File: src/hw/rtl/tswm_pkg.sv
// Shared types, constants and helper functions of the tile similarity weighted merge.
// No dependencies; every other file but tswm_ram takes names from here by scope.
package tswm_pkg;

	localparam int MAX_TILE_PIXELS = 64;
	localparam int MAX_CHANNELS    = 3;
	localparam int PIXEL_BITS      = 16;

	localparam int ERR_W     = 40;
	localparam int DND_W     = 56;
	localparam int T_W       = 89;
	localparam int RQ_W      = 88;
	localparam int DQ_W      = 109;
	localparam int Q_W       = 21;
	localparam int MSE_STEPS = 56;
	localparam int Q_STEPS   = 21;
	localparam int SQ_STEPS  = 8;
	localparam int STEP_W    = 6;

	localparam logic [32:0] ONE_Q32    = 33'h1_0000_0000;
	localparam logic [16:0] WEIGHT_ONE = 17'h1_0000;
	localparam logic [33:0] ROUND_HALF = 34'd32768;
	localparam logic [31:0] RECIP_6    = 32'd715827882;
	localparam logic [31:0] RECIP_24   = 32'd178956970;
	localparam logic [35:0] DIV_6      = 36'd6;
	localparam logic [35:0] DIV_24     = 36'd24;

	localparam logic [12:0] RST_IMAGE_HEIGHT = 13'd1080;
	localparam logic [12:0] RST_IMAGE_WIDTH  = 13'd1920;
	localparam logic [3:0]  RST_TILE_DIM     = 4'd8;
	localparam logic [1:0]  RST_CHANNELS     = 2'd3;
	localparam logic [31:0] RST_Q16_ONE      = 32'd65536;

	typedef enum logic [2:0] {
		REG_IMAGE_HEIGHT  = 3'd0,
		REG_IMAGE_WIDTH   = 3'd1,
		REG_TILE_HEIGHT   = 3'd2,
		REG_TILE_WIDTH    = 3'd3,
		REG_CHANNEL_COUNT = 3'd4,
		REG_MOTION_LIMIT  = 3'd5,
		REG_NOISE_GAIN    = 3'd6,
		REG_OUTPUT_SCALE  = 3'd7
	} reg_idx_t;

	typedef enum logic [4:0] {
		OP_NONE,
		OP_LOAD,
		OP_MSE_INIT,
		OP_MSE_STEP,
		OP_T_LO,
		OP_T_HI,
		OP_Q_INIT,
		OP_Q_STEP,
		OP_Y2,
		OP_Y3,
		OP_Y4,
		OP_D6,
		OP_D24,
		OP_POLY,
		OP_SQ,
		OP_W_EXP,
		OP_EMIT,
		OP_CLEAR
	} op_t;

	typedef struct packed {
		logic [11:0] tile_row;
		logic [11:0] tile_col;
		logic [15:0] cur_ch0;
		logic [15:0] cur_ch1;
		logic [15:0] cur_ch2;
		logic [15:0] ref_ch0;
		logic [15:0] ref_ch1;
		logic [15:0] ref_ch2;
		logic [15:0] window_value;
		logic        last_of_tile;
	} pixel_t;

	typedef struct packed {
		logic [11:0] pixel_row;
		logic [11:0] pixel_col;
		logic [47:0] contrib_ch0;
		logic [47:0] contrib_ch1;
		logic [47:0] contrib_ch2;
		logic [16:0] weight_contrib;
		logic        last_result;
	} result_t;

	typedef struct packed {
		logic [12:0] image_height;
		logic [12:0] image_width;
		logic [3:0]  tile_height;
		logic [3:0]  tile_width;
		logic [1:0]  channel_count;
		logic [31:0] motion_limit;
		logic [31:0] noise_gain;
		logic [31:0] output_scale;
	} cfg_t;

	typedef struct packed {
		logic oob;
		logic err_zero;
		logic t_zero;
		logic q_big;
		logic emit_last;
	} stat_t;

	function automatic logic [3:0] clamp_dim(input logic [3:0] v);
		if (v == 4'd0) begin
			return 4'd1;
		end else if (v > 4'd8) begin
			return 4'd8;
		end
		return v;
	endfunction

	function automatic logic [1:0] chan_used(input logic [1:0] c);
		if (c == 2'd0) begin
			return 2'd1;
		end else if (c > 2'(MAX_CHANNELS)) begin
			return 2'(MAX_CHANNELS);
		end
		return c;
	endfunction

endpackage

File: src/hw/rtl/tswm_ctrl.sv
// Sequencer of the tile merge: load, error mean, weight evaluation, emission.
// Depends on tswm_pkg.
module tswm_ctrl (
	input  logic            clk,
	input  logic            arst_n,
	input  logic            start,
	input  logic            last,
	input  tswm_pkg::stat_t stat,
	output logic            busy,
	output tswm_pkg::op_t   op
);

	typedef enum logic [17:0] {
		S_IDLE  = 18'd1,
		S_WAIT  = 18'd2,
		S_CHECK = 18'd4,
		S_MSE   = 18'd8,
		S_TLO   = 18'd16,
		S_THI   = 18'd32,
		S_QINIT = 18'd64,
		S_Q     = 18'd128,
		S_Y2    = 18'd256,
		S_Y3    = 18'd512,
		S_Y4    = 18'd1024,
		S_D6    = 18'd2048,
		S_D24   = 18'd4096,
		S_POLY  = 18'd8192,
		S_SQ    = 18'd16384,
		S_WEXP  = 18'd32768,
		S_EMIT  = 18'd65536,
		S_CLEAR = 18'd131072
	} state_t;

	state_t                         state_q, state_d;
	logic [tswm_pkg::STEP_W-1:0]    step_q;

	always_comb begin
		state_d = state_q;
		op      = tswm_pkg::OP_NONE;
		case (state_q)
			S_IDLE: begin
				if (start) begin
					op = tswm_pkg::OP_LOAD;
					if (last) begin
						state_d = S_WAIT;
					end
				end
			end
			S_WAIT: state_d = S_CHECK;
			S_CHECK: begin
				op = tswm_pkg::OP_MSE_INIT;
				if (stat.oob) begin
					state_d = S_CLEAR;
				end else if (stat.err_zero) begin
					state_d = S_EMIT;
				end else begin
					state_d = S_MSE;
				end
			end
			S_MSE: begin
				op = tswm_pkg::OP_MSE_STEP;
				if (step_q == tswm_pkg::STEP_W'(tswm_pkg::MSE_STEPS - 1)) begin
					state_d = S_TLO;
				end
			end
			S_TLO: begin
				op      = tswm_pkg::OP_T_LO;
				state_d = S_THI;
			end
			S_THI: begin
				op      = tswm_pkg::OP_T_HI;
				state_d = S_QINIT;
			end
			S_QINIT: begin
				op      = tswm_pkg::OP_Q_INIT;
				state_d = stat.t_zero ? S_EMIT : S_Q;
			end
			S_Q: begin
				op = tswm_pkg::OP_Q_STEP;
				if (step_q == tswm_pkg::STEP_W'(tswm_pkg::Q_STEPS - 1)) begin
					state_d = S_Y2;
				end
			end
			S_Y2: begin
				op      = tswm_pkg::OP_Y2;
				state_d = stat.q_big ? S_EMIT : S_Y3;
			end
			S_Y3: begin
				op      = tswm_pkg::OP_Y3;
				state_d = S_Y4;
			end
			S_Y4: begin
				op      = tswm_pkg::OP_Y4;
				state_d = S_D6;
			end
			S_D6: begin
				op      = tswm_pkg::OP_D6;
				state_d = S_D24;
			end
			S_D24: begin
				op      = tswm_pkg::OP_D24;
				state_d = S_POLY;
			end
			S_POLY: begin
				op      = tswm_pkg::OP_POLY;
				state_d = S_SQ;
			end
			S_SQ: begin
				op = tswm_pkg::OP_SQ;
				if (step_q == tswm_pkg::STEP_W'(tswm_pkg::SQ_STEPS - 1)) begin
					state_d = S_WEXP;
				end
			end
			S_WEXP: begin
				op      = tswm_pkg::OP_W_EXP;
				state_d = S_EMIT;
			end
			S_EMIT: begin
				op = tswm_pkg::OP_EMIT;
				if (stat.emit_last) begin
					state_d = S_CLEAR;
				end
			end
			S_CLEAR: begin
				op      = tswm_pkg::OP_CLEAR;
				state_d = S_IDLE;
			end
			default: state_d = S_IDLE;
		endcase
	end

	always_ff @(posedge clk or negedge arst_n) begin
		if (!arst_n) begin
			state_q <= S_IDLE;
			step_q  <= '0;
		end else begin
			state_q <= state_d;
			if (state_d != state_q) begin
				step_q <= '0;
			end else begin
				step_q <= step_q + tswm_pkg::STEP_W'(1);
			end
		end
	end

	assign busy = (state_q != S_IDLE);

endmodule

File: config.mk
export PLATFORM = sky130hd
export DESIGN_NAME = tswm_ctrl
export DESIGN_NICKNAME = d
export VERILOG_FILES = /design/src/hw/rtl/tswm_pkg.sv /design/src/hw/rtl/tswm_ctrl.sv
export SDC_FILE = /design/constraint.sdc
export NUM_CORES = 1
export LEC_CHECK = 0
export ABC_AREA = 0
export BUFFER_PORTS_ARGS = -buffer_cell sky130_fd_sc_hd__buf_2
export CORE_MARGIN = 4
export CORE_UTILIZATION = 40
export DETAILED_ROUTE_END_ITERATION = 6
export PLACE_DENSITY = 0.56
export SLEW_MARGIN = 10
export SYNTH_ARGS = -nofsm -noshare
export SYNTH_HDL_FRONTEND = slang
export SYNTH_SLANG_ARGS = --single-unit
File: constraint.sdc
create_clock -name clk -period 2.38 [get_ports clk]
set_input_delay 0.119 -clock clk [delete_from_list [all_inputs] [get_ports clk]]
set_output_delay 0.119 -clock clk [all_outputs]
set_load 0.1 [all_outputs]
==> summary.txt, run 1 <==
Synthesis
  – Synth Cell Area: 1610 um2
  – Synth warnings: 0
  – Synth cell types: 47
  – Top-count cell post-synth: dfrtp_1
  – Synth cell count leaders: 23 x dfrtp_1, 21 x nor2_1, 11 x nand2_1
  – Share of the synthesized area in the top cell type: 0.358
  – Syn_nets: 177
  – Ys async rst share: 1.00
  – Post-synth EDFFs: 0
  – Mean Syn Cell Area: 9.69 um2
  – Yosys reg bits: 24
  – Main synth FF type: dfrtp_1
  – Area leader, netlist: dfrtp_1
  – Synth area leaders: dfrtp_1 36%, nor4_4 6.6%, nor2_1 4.9%, xnor2_1 2.7%, xor2_1 2.7%
  – Sequential area share after synthesis: 0.374
  – Mapped Cells: 166

Worst setup path
  – Slowest stage delay, CP: 0.46 ns
  – Crit path DAT: 2.20 ns
  – Crit end category: primary output
  – WS Path Type: reg -> out
  – R2r worst-path depth: 6
  – Worst Path Required: 2.26 ns
  – Critical Path Start Type: flip-flop
  – CP Depth: 6
  – Worst-path fanout max: 5
  – CP max-delay cell: or3_1
  – CP delay by family, top: simple AND/OR/NAND/NOR gates
  – Cell Chain, Critical Path: nor4_4, buf_4, nand3_1, or3_1, o2111ai_4, buf_12
  – Buf/Inv on CP: 2

Floorplanning
  – Core Area: 3770 um2
  – Starting density of the core: 0.426
  – Row count: 22
  – Chip width: 71.4 um
  – IO Pins: 15
  – Die ar.: 5100 um2
  – Die extent in y: 71.4 um

Route
  – WL met1: 1.54 mm
  – DRT iter0 DRCs: 94
  – # DRC: 0
  – Vias per cell: 5.67
  – DRT Pass-1 Iters: 4
  – Uppermost layer routed: met4
  – Post-DR wirelength/cell: 16.5 um
  – Drt total wl: 4.01 mm
  – Routed wl met3: 195 um
  – Met2 WL: 2.13 mm
  – Number of antenna-violating nets in the routed design: 0
  – Via count: 1379

Finish
  – Syn-to-layout area delta: 28.5%
  – Reg area: 612 um2
  – Multi-input gate area: 1030 um2
  – Final core utilization: 0.548
  – Nets: 207
  – Share of layout cells above drive strength 1: 0.354
  – Fillers: 316
  – ANT cells: 0
  – Post-route cell area: 2070 um2

Timing
  – Slew @ Worst Pin: 0.534 ns
  – Final hold vios: 0
  – Max-slew headroom: 0.644
  – RSZ-0062 raised after global routing: true
  – F_max: 0.431 GHz
  – Final period utilization: 0.974
  – Min Tclk post-route: 2.32 ns
  – Final setup viols: 0
  – Max Slew Vio Count: 0
  – Clock Skews: 0.000849 ns

Placed design
  – Port Buf Inserts: 14
  – DPL Wire Length: 2.98 mm
  – Placed Area: 1830 um2
  – Final GP Congestion: 0.942

Global route
  – GRT Util Overall: 0.166
  – GRT overflow: 0
  – Vias in the first global route: 1397
  – First-pass GRT wire length: 6.68 mm
  – Initial antenna violation count: 0
  – Pin count of the biggest net entering global routing: 25

Worst hold path
  – HP Class: in -> reg
  – Hold Path Depth: 2

CTS
  – Root buf cell: clkbuf_8
  – CTS tree: built
  – Clk buf depth: 2
  – Clk sink count: 24
  – H-tree depth: 1
  – CTS clk-pin slew, worst paths: 0.08 ns
  – Inserted Clock Buffers: 3
  – Clk_lat worst skew: 0.27 ns

Pwr
  – Overall power: 1.46 mW
  – Peak VDD IR: 0.000284 V
  – Leak pwr: 0.877 nW
  – Pwr dens: 705 nW/um2

Flow run
  – Max cap viols: 0

Run status
  – Status: complete, no violations
## layout make-up
class / count / share of cell area
multi-input cells: 128 / 0.497
flip-flops and latches: 24 / 0.296
repair buffers: 32 / 0.139
well taps: 48 / 0.0291
clock buffers: 4 / 0.0267
inverters: 7 / 0.0127
## per-stage QoR
stage / setup slack (ns) / std cells / setup TNS (ns) / hold slack [ns]
after floorplan: -0.0627 / 166 / -0.0627 / -0.177
after global placement: 0.222 / 227 / 0 / 0.131
after detailed placement: 0.189 / 227 / 0 / 0.130
after CTS: -0.0106 / 240 / -0.0106 / 0.00673
after global routing: -0.0388 / 243 / -0.0458 / 0.00860
final: 0.0625 / 243 / 0 / 0.0170
## path summary, 6_finish.rpt
kind,from,to,slack [ns]
max in group asynchronous,arst_n,state_q[17]$_DFF_PN0_,1.64
min in group asynchronous,arst_n,state_q[10]$_DFF_PN0_,0.35
max reg2reg,step_q[0]$_DFF_PN0_,step_q[4]$_DFF_PN0_,0.36
min reg2reg,step_q[0]$_DFF_PN0_,step_q[0]$_DFF_PN0_,0.51
max,state_q[3]$_DFF_PN0_,op[0],0.06
min,stat[1],state_q[9]$_DFF_PN0_,0.02
## what timing repair did
item / 4_1_cts / 5_1_grt
hold endpoints to repair: 23 / 0
resized for setup: 11 / 10
hold buffers: 1 / 0
endpoints found under the setup margin: 3 / 4
pin swaps: 8 / 4
buffers inserted: 8 / 4
## where the power goes
part	internal, mW	total, mW	switching (mW)	leakage (nW)
clock network	0.148	0.283	0.135	0.0288
logic	0.281	0.686	0.405	0.533
registers	0.446	0.487	0.0409	0.316
## cells by family after synthesis
kind of cell / after synthesis / synth area share
buffers and inverters: 14 / 0.0420
xor gates and xnor gates: 10 / 0.0545
DFF: 24 / 0.374
adders and majority gates: 2 / 0.0156
and+or+nand+nor: 97 / 0.419
AOI/OAI and AO/OA: 19 / 0.0942
## placed cells by master (no fill, tap or decap), drive strengths merged, types with 2 or more instances in the layout
cell type	count
nand2b	6
xnor2	5
or2	2
or3	3
and4bb	2
a2111oi	2
buf	31
o21ai	2
inv	7
nand4	7
nor3	6
clkbuf	4
dfrtp	23
nand3	7
ha	2
nor2	21
xor2	5
nand3b	3
nor4	13
nand2	11
a211oi	2
nor2b	7
a21oi	3
o21a	2
nor3b	4
## state kept, by name, summed over array words and instances, names as in the netlist
signal   count
step_q       6
state_q     18
## metal layers
metal | track usage | vias up
li1 | - | 660
met1 | 0.198 | 651
met2 | 0.290 | 51
met3 | 0.0295 | 17
met4 | 0.0752 | 0
met5 | 0 | -
Power figures use the tool's default switching activity.
==> run 2: changes to the inputs <==
- PLACE_DENSITY: 0.56 -> 0.64
==> run 2 against run 1 <==
Against the previous run:
- critical path type unchanged
- register-to-register slack better by 0.02 ns
- non-clock buffer count grew 1
- setup slack improved by 0.00087 ns
- die area unchanged
- core utilization rose by 1.0 points
==> summary.txt, run 2 (synthesized netlist as in run 1, its figures left out) <==
Floorplanning
  – Core Area: 3770 um2
  – Die extent in y: 71.4 um
  – Chip width: 71.4 um
  – Starting density of the core: 0.426
  – Row count: 22
  – Die ar.: 5100 um2
  – IO Pins: 15

Global route
  – First-pass GRT wire length: 6.35 mm
  – Vias in the first global route: 1358
  – Initial antenna violation count: 0
  – Pin count of the biggest net entering global routing: 25
  – GRT overflow: 0
  – GRT Util Overall: 0.154

Pwr
  – Pwr dens: 678 nW/um2
  – Switching power: 566 uW
  – Switching portion of total power: 0.397
  – Logic gate share of total power: 0.459
  – Clk pwr share: 0.197
  – Sequential Power Share: 0.344
  – Leak pwr: 0.888 nW
  – Int Pwr: 860 uW
  – Peak VDD IR: 0.000455 V
  – Overall power: 1.43 mW

Worst hold path
  – Hold Path Sink: state_q[9]$_DFF_PN0_
  – HP Class: in -> reg
  – Hold Path Depth: 2
  – Hold_sp: stat[1]

Timing
  – Final hold vios: 0
  – Clock Skews: 0.0130 ns
  – Final period utilization: 0.973
  – Max Slew Vio Count: 0
  – Final setup viols: 0
  – Slew @ Worst Pin: 0.554 ns
  – Max-slew headroom: 0.631
  – F_max: 0.432 GHz
  – Min Tclk post-route: 2.32 ns
  – Setup ws final: 0.0633 ns

CTS
  – CTS tree: built
  – Root buf cell: clkbuf_8
  – H-tree depth: 1
  – Inserted Clock Buffers: 3
  – Clk buf depth: 2
  – CTS clk-pin slew, worst paths: 0.09 ns
  – Clk_lat worst skew: 0.27 ns
  – Clk sink count: 24

Worst setup path
  – CP Depth: 7
  – Crit path DAT: 2.20 ns
  – Crit end category: primary output
  – Worst Path Required: 2.26 ns
  – CP max-delay cell: dfstp_2
  – Cell Chain, Critical Path: nor4_4, buf_4, nand4_4, and4bb_2, a2111oi_4, o2111ai_4, buf_12
  – Worst reg2reg setup slack: 0.38 ns
  – FF-to-FF End: step_q[2]$_DFF_PN0_
  – R2r worst-path depth: 6
  – WS Path Type: reg -> out
  – Buf/Inv on CP: 2
  – Critical Path Start Type: flip-flop
  – Worst-path fanout max: 6
  – Slowest stage delay, CP: 0.57 ns
  – CP delay by family, top: flip-flops
  – FF-to-FF Start: step_q[0]$_DFF_PN0_

Placed design
  – DPL Wire Length: 2.74 mm
  – Pre-CTS setup slack: 0.152 ns
  – Final GP Congestion: 0.883
  – Port Buf Inserts: 14
  – Placed Area: 1810 um2

Route
  – # DRC: 0
  – Number of antenna-violating nets in the routed design: 0
  – Via count: 1426
  – DRT iter0 DRCs: 163
  – Vias per cell: 5.84
  – DRT Pass-1 Iters: 4
  – Drt total wl: 3.98 mm
  – Post-DR wirelength/cell: 16.3 um

Finish
  – Syn-to-layout area delta: 30.8%
  – Largest regs: state_q (18), step_q (6)
  – Post-route cell area: 2100 um2
  – Largest register by flop count: state_q
  – Commonest non-fill, non-tap cell in the layout: nor2_1
  – Max FFs per register: 18
  – Share of layout cells above drive strength 1: 0.372
  – Most frequent cells in the layout: 19 x nor2_1, 15 x buf_4, 12 x dfrtp_1
  – ANT cells: 0
  – Nets: 208

Flow run
  – Max cap viols: 0

Run status
  – Status: complete, no violations
run 2: cell count changes in the layout (fill, tap and decap cells not counted):
cell,before,now
nor4_2,2,1
nand4_2,1,0
dfrtp_1,15,12
buf_4,16,15
a2111oi_0,1,0
buf_6,1,3
nor4_4,7,8
a2111oi_1,0,1
dfrtp_2,8,11
nand4_4,2,3
run 2: what timing repair did:
item,4_1_cts,5_1_grt
pin swaps,6,6
setup endpoints to repair,5,4
setup buffers,6,9
hold buffers,1,0
hold endpoints to repair,23,0
resized for setup,10,19
run 2: how the worst max path moves through the flow:
stage / from / to / slack, ns
floorplan: state_q[9]$_DFF_PN0_ / op[0] / -0.06
detailed placement: state_q[9]$_DFF_PN0_ / op[0] / 0.15
global placement: state_q[9]$_DFF_PN0_ / op[2] / 0.19
CTS: state_q[0]$_DFF_PN1_ / op[0] / -0.006
global route: state_q[2]$_DFF_PN0_ / op[3] / -0.02
finish: state_q[0]$_DFF_PN1_ / op[0] / 0.06
run 2: cell type report:
| cell class | count | area (um2) |
|---|---|---|
| timing repair buffer | 33 | 302 |
| tap | 48 | 60.1 |
| fill | 317 | 1670 |
| multi-input combinational | 128 | 1040 |
| sequential | 24 | 616 |
| clock buffer | 4 | 55.1 |
| inverter | 7 | 26.3 |
run 2: through the flow:
| step | hold WS (ns) | utilization | TNS (ns) | instances |
|---|---|---|---|---|
| global placement | 0.139 | 0.479 | 0 | 224 |
| CTS | 0.00794 | 0.525 | -0.00562 | 235 |
| detailed placement | 0.139 | 0.479 | 0 | 224 |
| floorplan | -0.177 | - | -0.0627 | 166 |
| global route | 0.00883 | 0.558 | -0.0573 | 244 |
| finish | 0.00829 | 0.558 | 0 | 244 |
run 2: per-layer routing:
metal | GRT usage | wire length, um
met4 | 0.0626 | 177
met1 | 0.192 | 1610
met2 | 0.255 | 2010
met3 | 0.0351 | 183
met5 | 0 | 0
run 2: power groups by stage:
stage	sequential, mW	combinational, mW	clock, mW
floorplan	0.495	0.433	0
global placement	0.504	0.540	0
detailed placement	0.507	0.547	0
CTS	0.488	0.630	0.286
global route	0.497	0.704	0.305
finish	0.490	0.655	0.281
==> run 3: changes to the inputs <==
- clock period: 2.38 -> 2.89 ns (I/O delays scaled with it)
==> run 3 against run 2 <==
Against the previous run:
- clock skew is 0.0022 ns lower
- combinational power shrank 36%
- critical endpoint is now op[2]
- non-clock buffer count decreased by 18
- final area shrank 15%
- hold slack improved by 0.036 ns
- global-route usage decreased by 0.54 points
==> summary.txt, run 3 (synthesized netlist as in run 1, its figures left out) <==
Floorplanning
  – Die extent in y: 71.4 um
  – Chip width: 71.4 um
  – Row count: 22
  – Die ar.: 5100 um2
  – IO Pins: 15
  – Core Area: 3770 um2
  – Starting density of the core: 0.426

Route
  – DRT Pass-1 Iters: 4
  – DRT iter0 DRCs: 146
  – Vias per cell: 5.65
  – # DRC: 0
  – Number of antenna-violating nets in the routed design: 0
  – Drt total wl: 3.42 mm
  – Via count: 1276
  – Post-DR wirelength/cell: 15.1 um

CTS
  – H-tree depth: 1
  – Setup Fix Bufs, Post-CTS: 0
  – CTS tree: built
  – Clk buf depth: 2
  – Root buf cell: clkbuf_8
  – Clk sink count: 24
  – Inserted Clock Buffers: 3
  – CTS clk-pin slew, worst paths: 0.08 ns
  – Clk_lat worst skew: 0.27 ns

Worst setup path
  – Worst-path fanout max: 9
  – Crit end category: primary output
  – CP Launch Point: state_q[12]$_DFF_PN0_
  – FF-to-FF Start: step_q[0]$_DFF_PN0_
  – WS Path Type: reg -> out
  – Critical Path Start Type: flip-flop
  – CP max-delay cell: nor4_4
  – Slowest stage delay, CP: 0.58 ns
  – Worst Path Required: 2.75 ns
  – Crit path DAT: 2.54 ns
  – Cell Chain, Critical Path: nor4_4, nand4_2, nor4_2, nor4_1, nand2_1, buf_2

Placed design
  – Port Buf Inserts: 14
  – DPL Wire Length: 2.60 mm
  – Placed Area: 1700 um2
  – Final GP Congestion: 0.854

Finish
  – Syn-to-layout area delta: 10.9%
  – Fillers: 355
  – Most frequent cells in the layout: 23 x dfrtp_1, 21 x nor2_1, 12 x buf_2
  – Commonest non-fill, non-tap cell in the layout: dfrtp_1
  – ANT cells: 0
  – Share of layout cells above drive strength 1: 0.208
  – Largest register by flop count: state_q
  – Nets: 190
  – Max FFs per register: 18
  – Post-route cell area: 1780 um2
  – Largest regs: state_q (18), step_q (6)

Pwr
  – Leak pwr: 0.788 nW
  – Overall power: 1.13 mW
  – Pwr dens: 634 nW/um2
  – Peak VDD IR: 0.000256 V

Global route
  – Met2 Use GR: 0.252
  – Initial antenna violation count: 0
  – Met3 Usage GRT: 0.0323
  – First-pass GRT wire length: 6.12 mm
  – Met1 Use GR: 0.191
  – Pin count of the biggest net entering global routing: 25
  – Vias in the first global route: 1283
  – GRT overflow: 0
  – GRT Util Overall: 0.148
  – GR peak layer: met2

Timing
  – Max Slew Vio Count: 0
  – Setup_tns: 0 ns
  – Clock Skews: 0.0108 ns
  – RSZ-0062 raised after global routing: false
  – Min Tclk post-route: 2.69 ns
  – Max-slew headroom: 0.621
  – F_max: 0.372 GHz
  – Final setup viols: 0
  – Final period utilization: 0.931
  – Final hold vios: 0
  – Final Hold Slack: 0.0440 ns
  – Slew @ Worst Pin: 0.564 ns

Worst hold path
  – HP Class: in -> reg
  – Hold_sp: stat[1]

Flow run
  – Max cap viols: 0

Run status
  – Status: complete, no violations
run 3: per-stage QoR:
step,utilization,worst slack (ns),cells
6_report,0.473,0.201,226
5_1_grt,0.473,0.0212,226
4_1_cts,0.471,0.158,226
2_1_floorplan,-,0.137,166
3_5_place_dp,0.450,0.463,221
3_3_place_gp,0.450,0.480,221
run 3: path summary, 6_finish.rpt:
check	to	slack [ns]	cells past startpoint
max in group asynchronous	state_q[0]$_DFF_PN1_	2.13	2
min reg2reg	step_q[0]$_DFF_PN0_	0.50	1
min	state_q[9]$_DFF_PN0_	0.04	2
min in group asynchronous	state_q[1]$_DFF_PN0_	0.38	2
max	op[2]	0.20	6
max reg2reg	step_q[4]$_DFF_PN0_	0.90	6
run 3: timing repair:
action / CTS / global route
endpoints found under the hold margin: 23 / 0
setup endpoints to repair: 0 / 2
hold buffers: 1 / 0
gates resized for setup: 0 / 2
run 3: area by class of cell:
| type | instances | area, um2 | share of cell area |
|---|---|---|---|
| Inverter | 7 | 26.3 | 0.0147 |
| Timing Repair Buffer | 15 | 85.1 | 0.0477 |
| Sequential cell | 24 | 602 | 0.338 |
| Clock buffer | 3 | 41.3 | 0.0232 |
| Tap cell | 48 | 60.1 | 0.0337 |
| Multi-Input combinational cell | 128 | 938 | 0.526 |
| Clock inverter | 1 | 30.0 | 0.0168 |
run 3: worst max-delay path, delay by kind of cell, from the launching register on:
kind | cells | cell delay, ns
AND/OR/NAND/NOR | 5 | 1.42
buffers and inverters | 1 | 0.42
flip-flops | 1 | 0.44
run 3: layer usage:
layer / vias to the layer above / part of all wire
met4: 0 / 0.016
met5: - / 0
li1: 628 / -
met1: 612 / 0.45
met3: 8 / 0.042
met2: 28 / 0.49
run 3: report_power, final:
part	switching (mW)	total, mW	internal (mW)
sequential	0.0439	0.412	0.368
combinational	0.270	0.419	0.149
clock	0.114	0.299	0.185
total	0.428	1.13	0.702
